$ cat config.mk
export PLATFORM = sky130hd
export DESIGN_NAME = double_ended_queue
export DESIGN_NICKNAME = d
export VERILOG_FILES = /design/src/sv/deq_pkg.sv /design/src/sv/deq_cell.sv /design/src/sv/double_ended_queue.sv
export SDC_FILE = /design/constraint.sdc
export NUM_CORES = 1
export LEC_CHECK = 0
export ABC_AREA = 1
export BUFFER_PORTS_ARGS = -buffer_cell sky130_fd_sc_hd__buf_2
export CAP_MARGIN = 20
export CORE_UTILIZATION = 30
export CTS_BUF_LIST = sky130_fd_sc_hd__clkbuf_2 sky130_fd_sc_hd__clkbuf_4 sky130_fd_sc_hd__clkbuf_8
export CTS_CLUSTER_DIAMETER = 30
export DETAILED_ROUTE_END_ITERATION = 10
export PLACE_DENSITY = 0.52
export SLEW_MARGIN = 20
export SYNTH_ARGS = -nofsm -noshare
export SYNTH_HDL_FRONTEND = slang
export SYNTH_SLANG_ARGS = --single-unit
$ cat constraint.sdc
create_clock -name clk -period 4.88 [get_ports clk]
set_clock_uncertainty 0.1 [all_clocks]
set_input_delay 0.732 -clock clk [delete_from_list [all_inputs] [get_ports clk]]
set_output_delay 0.732 -clock clk [all_outputs]
set_load 0.1 [all_outputs]
$ cat src/sv/deq_pkg.sv
`timescale 1ns / 1ps

package deq_pkg;

    typedef enum logic [1:0] {
        OP_PUSH_BACK  = 2'd0,
        OP_PUSH_FRONT = 2'd1,
        OP_POP_BACK   = 2'd2,
        OP_POP_FRONT  = 2'd3
    } op_t;

    typedef enum logic [1:0] {
        ST_OK        = 2'd0,
        ST_UNDERFLOW = 2'd1,
        ST_OVERFLOW  = 2'd2
    } status_t;

    localparam int VALUE_W = 32;
    localparam int COUNT_W = 5;

    typedef struct packed {
        logic [1:0]                op;
        logic signed [VALUE_W-1:0] value;
    } in_t;

    typedef struct packed {
        logic [1:0]                status;
        logic [COUNT_W-1:0]        count;
        logic                      is_empty;
        logic signed [VALUE_W-1:0] front_value;
        logic signed [VALUE_W-1:0] back_value;
    } out_t;

    // shift commands broadcast to every cell
    typedef struct packed {
        logic push_back;
        logic shift_in;
        logic shift_out;
    } cmd_t;

endpackage

$ cat src/sv/deq_cell.sv
`timescale 1ns / 1ps

module deq_cell #(
    parameter int INDEX      = 0,
    parameter int DATA_WIDTH = 32,
    parameter int CW         = 5
) (
    input  logic                  clk,
    input  deq_pkg::cmd_t         cmd,
    input  logic [CW-1:0]         count,
    input  logic [DATA_WIDTH-1:0] push_data,
    input  logic [DATA_WIDTH-1:0] left_data,
    input  logic [DATA_WIDTH-1:0] right_data,
    output logic [DATA_WIDTH-1:0] data,
    output logic [DATA_WIDTH-1:0] back_data
);

    logic [DATA_WIDTH-1:0] data_reg;
    logic [DATA_WIDTH-1:0] data_next;

    always_comb
    begin
        data_next = data_reg;
        if (cmd.push_back && (count == CW'(INDEX)))
        begin
            data_next = push_data;
        end
        else if (cmd.shift_in)
        begin
            data_next = left_data;
        end
        else if (cmd.shift_out)
        begin
            data_next = right_data;
        end
    end

    always_ff @(posedge clk)
    begin
        data_reg <= data_next;
    end

    assign data = data_reg;
    // only the last occupied cell drives the back value
    assign back_data = (count == CW'(INDEX + 1)) ? data_reg : '0;

endmodule

$ cat src/sv/double_ended_queue.sv
`timescale 1ns / 1ps

// Bounded double-ended queue of CAPACITY elements held in a row of shift cells, front
// element always in the first cell. Each item is a push or pop at either end; each item
// gives one result with status (ok, underflow on an empty pop, overflow on a full push,
// the operation then being ignored), element count, empty flag, and front and back values
// after the operation (-1 when empty). The cells and the element count change on the
// accepting edge, and the result register loads from the cells when the pending item
// advances, which a stalled result can hold off. Items can be accepted every
// cycle while results are taken; a stalled result holds off new items one stage later.
// Pushed values keep their low DATA_WIDTH bits and come back sign-extended from it.

module double_ended_queue #(
    parameter int CAPACITY   = 16,
    parameter int DATA_WIDTH = 32
) (
    input  logic           clk,
    input  logic           rst_n,
    input  logic           in_valid,
    output logic           in_ready,
    input  deq_pkg::in_t   in_data,
    output logic           out_valid,
    input  logic           out_ready,
    output deq_pkg::out_t  out_data
);

    localparam int CW = $clog2(CAPACITY + 1);

    logic [CW-1:0]          count_reg;
    logic [CW-1:0]          count_next;
    logic                   pend_reg;
    deq_pkg::status_t       pend_status_reg;
    logic                   out_valid_reg;
    deq_pkg::out_t          out_reg;

    deq_pkg::cmd_t          cmd;
    deq_pkg::status_t       status;
    logic                   accept;
    logic                   advance;
    logic                   is_full;
    logic                   is_zero;
    logic [63:0]            value_wide;
    logic [DATA_WIDTH-1:0]  push_data;
    logic [DATA_WIDTH-1:0]  cell_data [CAPACITY];
    logic [DATA_WIDTH-1:0]  cell_back [CAPACITY];
    logic [DATA_WIDTH-1:0]  back_or;
    logic signed [63:0]     front_ext;
    logic signed [63:0]     back_ext;

    assign advance  = pend_reg && (!out_valid_reg || out_ready);
    assign in_ready = !pend_reg || advance;
    assign accept   = in_valid && in_ready;

    assign is_full  = (count_reg == CW'(CAPACITY));
    assign is_zero  = (count_reg == '0);

    assign value_wide = {32'd0, in_data.value};
    assign push_data  = value_wide[DATA_WIDTH-1:0];

    always_comb
    begin
        cmd        = '0;
        status     = deq_pkg::ST_OK;
        count_next = count_reg;
        unique case (deq_pkg::op_t'(in_data.op))
            deq_pkg::OP_PUSH_BACK:
            begin
                if (is_full)
                begin
                    status = deq_pkg::ST_OVERFLOW;
                end
                else
                begin
                    cmd.push_back = accept;
                    count_next    = count_reg + CW'(1);
                end
            end
            deq_pkg::OP_PUSH_FRONT:
            begin
                if (is_full)
                begin
                    status = deq_pkg::ST_OVERFLOW;
                end
                else
                begin
                    cmd.shift_in = accept;
                    count_next   = count_reg + CW'(1);
                end
            end
            deq_pkg::OP_POP_BACK:
            begin
                if (is_zero)
                begin
                    status = deq_pkg::ST_UNDERFLOW;
                end
                else
                begin
                    count_next = count_reg - CW'(1);
                end
            end
            deq_pkg::OP_POP_FRONT:
            begin
                if (is_zero)
                begin
                    status = deq_pkg::ST_UNDERFLOW;
                end
                else
                begin
                    cmd.shift_out = accept;
                    count_next    = count_reg - CW'(1);
                end
            end
            default:
            begin
                status = deq_pkg::ST_OK;
            end
        endcase
    end

    for (genvar i = 0; i < CAPACITY; i++)
    begin : g_cell
        deq_cell #(
            .INDEX      (i),
            .DATA_WIDTH (DATA_WIDTH),
            .CW         (CW)
        ) u_cell (
            .clk        (clk),
            .cmd        (cmd),
            .count      (count_reg),
            .push_data  (push_data),
            .left_data  ((i == 0) ? push_data : cell_data[(i == 0) ? 0 : i - 1]),
            .right_data ((i == CAPACITY - 1) ? cell_data[i]
                                             : cell_data[(i == CAPACITY - 1) ? i : i + 1]),
            .data       (cell_data[i]),
            .back_data  (cell_back[i])
        );
    end

    always_comb
    begin
        back_or = '0;
        for (int i = 0; i < CAPACITY; i++)
        begin
            back_or = back_or | cell_back[i];
        end
    end

    assign front_ext = 64'(signed'(cell_data[0]));
    assign back_ext  = 64'(signed'(back_or));

    always_ff @(posedge clk or negedge rst_n)
    begin
        if (!rst_n)
        begin
            count_reg       <= '0;
            pend_reg        <= 1'b0;
            pend_status_reg <= deq_pkg::ST_OK;
            out_valid_reg   <= 1'b0;
        end
        else
        begin
            if (accept)
            begin
                count_reg       <= count_next;
                pend_status_reg <= status;
            end
            // cells already hold the state after the pending item
            if (advance)
            begin
                out_valid_reg <= 1'b1;
            end
            else if (out_ready)
            begin
                out_valid_reg <= 1'b0;
            end
            if (accept)
            begin
                pend_reg <= 1'b1;
            end
            else if (advance)
            begin
                pend_reg <= 1'b0;
            end
        end
    end

    always_ff @(posedge clk)
    begin
        if (advance)
        begin
            out_reg.status   <= pend_status_reg;
            out_reg.count    <= deq_pkg::COUNT_W'(count_reg);
            out_reg.is_empty <= is_zero;
            if (is_zero)
            begin
                out_reg.front_value <= '1;
                out_reg.back_value  <= '1;
            end
            else
            begin
                out_reg.front_value <= front_ext[deq_pkg::VALUE_W-1:0];
                out_reg.back_value  <= back_ext[deq_pkg::VALUE_W-1:0];
            end
        end
    end

    assign out_valid = out_valid_reg;
    assign out_data  = out_reg;

    a_count_bound: assert property (@(posedge clk) disable iff (!rst_n)
        count_reg <= CW'(CAPACITY))
        else $error("element count beyond capacity");

    a_empty_flag: assert property (@(posedge clk) disable iff (!rst_n)
        out_valid_reg |-> (out_reg.is_empty == (out_reg.count == '0)))
        else $error("empty flag disagrees with count");

    a_under_empty: assert property (@(posedge clk) disable iff (!rst_n)
        (out_valid_reg && (out_reg.status == deq_pkg::ST_UNDERFLOW)) |-> out_reg.is_empty)
        else $error("underflow reported on a non-empty queue");

    a_over_full: assert property (@(posedge clk) disable iff (!rst_n)
        (out_valid_reg && (out_reg.status == deq_pkg::ST_OVERFLOW))
            |-> (out_reg.count == deq_pkg::COUNT_W'(CAPACITY)))
        else $error("overflow reported on a queue that is not full");

    a_pend_update: assert property (@(posedge clk) disable iff (!rst_n)
        (pend_reg && !advance) |=> ($stable(count_reg) || $past(accept)))
        else $error("count moved without an accepted item");

endmodule
==> results.yml <==
run_status:
  status: "complete, no violations"
placed_design:
  place.port_buffers: 111
  gp_congestion: 0.894
  hpwlAfterDp_um: 101000
  post-place-cells: 6793
detailed_routing:
  drc_errors: 0
  wl_um: 172000
  drt-initial-drc-count: 5253
  drt-vias-per-instance: 5.23
  wire_per_inst_um: 24.3
  route.vias.total: 37100
  ant_nets: 0
  first_pass_iters: 8
worst_setup_path:
  slowest_stage: "inv_2"
  cp_cell_sequence: "inv_1 -> ha_1 -> nand2_2 -> nor2_8 -> nor2_8 -> nand3_4 -> inv_2 -> buf_4 -> nand2_1 -> nand2_1"
  criticalPathCategory: "reg -> reg"
  cp.arrival_ns: 4.52
  critPathMaxFanout: 24
  critPathBufInv: 3
  cpPeakStageDelay_ns: 0.80
  reg2reg_depth: 10
  cp-end-kind: "register"
  startpoint_type: "register"
  r2r_start: "count_reg[0]"
  crit_required_ns: 5.53
  critical_path.top_delay_family: "simple AND/OR/NAND/NOR gates"
  timing.rr.end: "g_cell[9].u_cell.data[4]"
  reg2reg_slack_ns: 1.01
yosys:
  synth_seq_cells: 593
  ys_warn_count: 0
  yosysSeqAreaShare_pct: 47.1
  ys_types: 29
  syn_nets: 5368
  synth_cells: 5324
  syn_area_sq_mm: 0.0377
  avgSynthCellArea_sq_um: 7.09
pwr:
  clkPwrFrac_pct: 32.3
  power.net_switching_mw: 9.55
  p_leak_nw: 21.2
  p_per_area_mw_per_mm2: 513
  combPwrFrac_pct: 35.2
  pwr-share-seq_pct: 32.5
  irDropWorstVdd_v: 0.000288
  p_int_mw: 12.6
  p_sw_share_pct: 43.1
grt:
  track_usage_pct: 26.6
  first_global_vias: 34700
  gr-total-overflow: 0
  antenna_found_initial: 10
  grt_max_degree: 174
  grt_pass1_wl_um: 245000
finish:
  multi_input_area_sq_mm: 0.0154
  largest_register_ffs: 512
  mostFrequentLayoutCells: "nand2_1 (2214), nand3_1 (1110), inv_1 (740), edfxtp_1 (584), clkbuf_8 (161)"
  layout_commonest_cell: "nand2_1"
  drive_gt1_share_pct: 10.3
  nFillCells: 13300
  regArea_sq_mm: 0.0178
  areaGrowthSynthToFinish_pct: 14.5
  fin_cells: 7082
  fin_nets: 5360
sta:
  report.final.slew_viol_count: 0
  setup_viol: 0
  fmax_ghz: 0.258
  final-hold-violation-count: 0
  rsz0062_at_grt: "no"
  setup-tns-final_ns: 0
  period_share_pct: 79.4
  worst_slew_pin_slew_ns: 1.17
  fin_crit_ns: 3.87
  relSlewSlack_pct: 21.8
clock_network:
  htree_levels: 4
  cts_tree: "done"
  numCtsBuffers: 156
  clk_latency_ns: 0.90
  clk_pin_slew_ns: 0.06
  cts_sinks: 593
  clock_path_buffers: 3
  cts_root_buf: "clkbuf_8"
floorplanning:
  die_width_um: 357
  pin_count: 112
  die_h_um: 357
  core_sq_mm: 0.124
  core.rowCount: 129
  die-area_sq_mm: 0.127
  initial_core_util_pct: 30.4
min_path:
  holdCritPathClass: "in -> async"
job:
  max-cap-violations: 0
## routing by layer
layer	vias up	global-route usage, %	share of wire (%)
li1	16800	-	-
met5	-	0	0.058
met3	527	6.40	12
met4	16	12.6	5.2
met2	2418	41.4	44
met1	17300	34.6	39
## what timing repair did
item	CTS	global route
hold buffers	2	0
endpoints found under the hold margin	10	0
resized for setup	0	0
buffers inserted	0	0
## synth_stat cells, drive strengths merged
library cell	n	area (sq um)
o21ai	36	180
nand3	1141	5830
a21oi	1	5.00
xnor2	1	8.76
buf	226	1300
xor2	2	17.5
ha	6	75.1
dfrtp	9	225
o21a	1	7.51
nand2	2219	8340
clkinv	1	3.75
nand4	6	37.5
inv	760	2860
nor2	169	709
edfxtp	584	17500
clkbuf	162	608
## cells by family (layout without fill, tap and decap cells)
group,count (synthesis),in the layout,synth area share (%)
DFF,593,593,47.1
AOI/OAI and AO/OA,38,38,0.511
buffers and inverters,1149,1267,12.6
and+or+nand+nor,3535,3535,39.5
other,0,3,0
xor gates and xnor gates,3,3,0.0696
adders and majority gates,6,6,0.199
## power by group through the flow
stage | Combinational, mW | Sequential (mW) | Clock, mW
finish | 7.81 | 7.20 | 7.17
global route | 8.21 | 7.28 | 7.45
CTS | 7.66 | 7.20 | 7.22
detailed placement | 7.63 | 7.28 | 0
global placement | 7.64 | 7.27 | 0
floorplan | 3.52 | 8.65 | 0
## through the flow
stage / instance area, sq um / hold WS (ns) / total power, mW / utilization [%] / setup WS [ns]
CTS: 43200 / 0.0663 / 22.1 / 34.8 / 1.14
finish: 43200 / 0.126 / 22.2 / 34.8 / 1.01
global placement: 39700 / 0.389 / 14.9 / 32.0 / 1.08
global route: 43200 / 0.128 / 22.9 / 34.8 / 0.922
detailed placement: 39700 / 0.398 / 14.9 / 32.0 / 1.05
floorplan: 37700 / 0.325 / 12.2 / - / 0.297
## worst max-delay path by stage
stage,end,start,cells after the start,slack [ns]
finish,g_cell[9].u_cell.data[4],count_reg[0],10,1.01
detailed placement,g_cell[9].u_cell.data[14],out_ready,10,1.05
global route,g_cell[9].u_cell.data[11],count_reg[0],10,0.92
floorplan,g_cell[13].u_cell.data[0],out_valid,7,0.30
CTS,g_cell[9].u_cell.data[4],count_reg[0],10,1.14
global placement,g_cell[9].u_cell.data[4],out_ready,10,1.08
## area by class of cell
class | count | share of cell area, %
antenna | 3 | 0.0174
timing repair buffer | 222 | 3.86
inverter | 761 | 6.62
sequential | 593 | 41.1
multi-input combinational | 3582 | 35.7
clock buffer | 179 | 5.44
tap | 1637 | 4.74
clock inverter | 105 | 2.51
(Power assumes the default switching activity.)
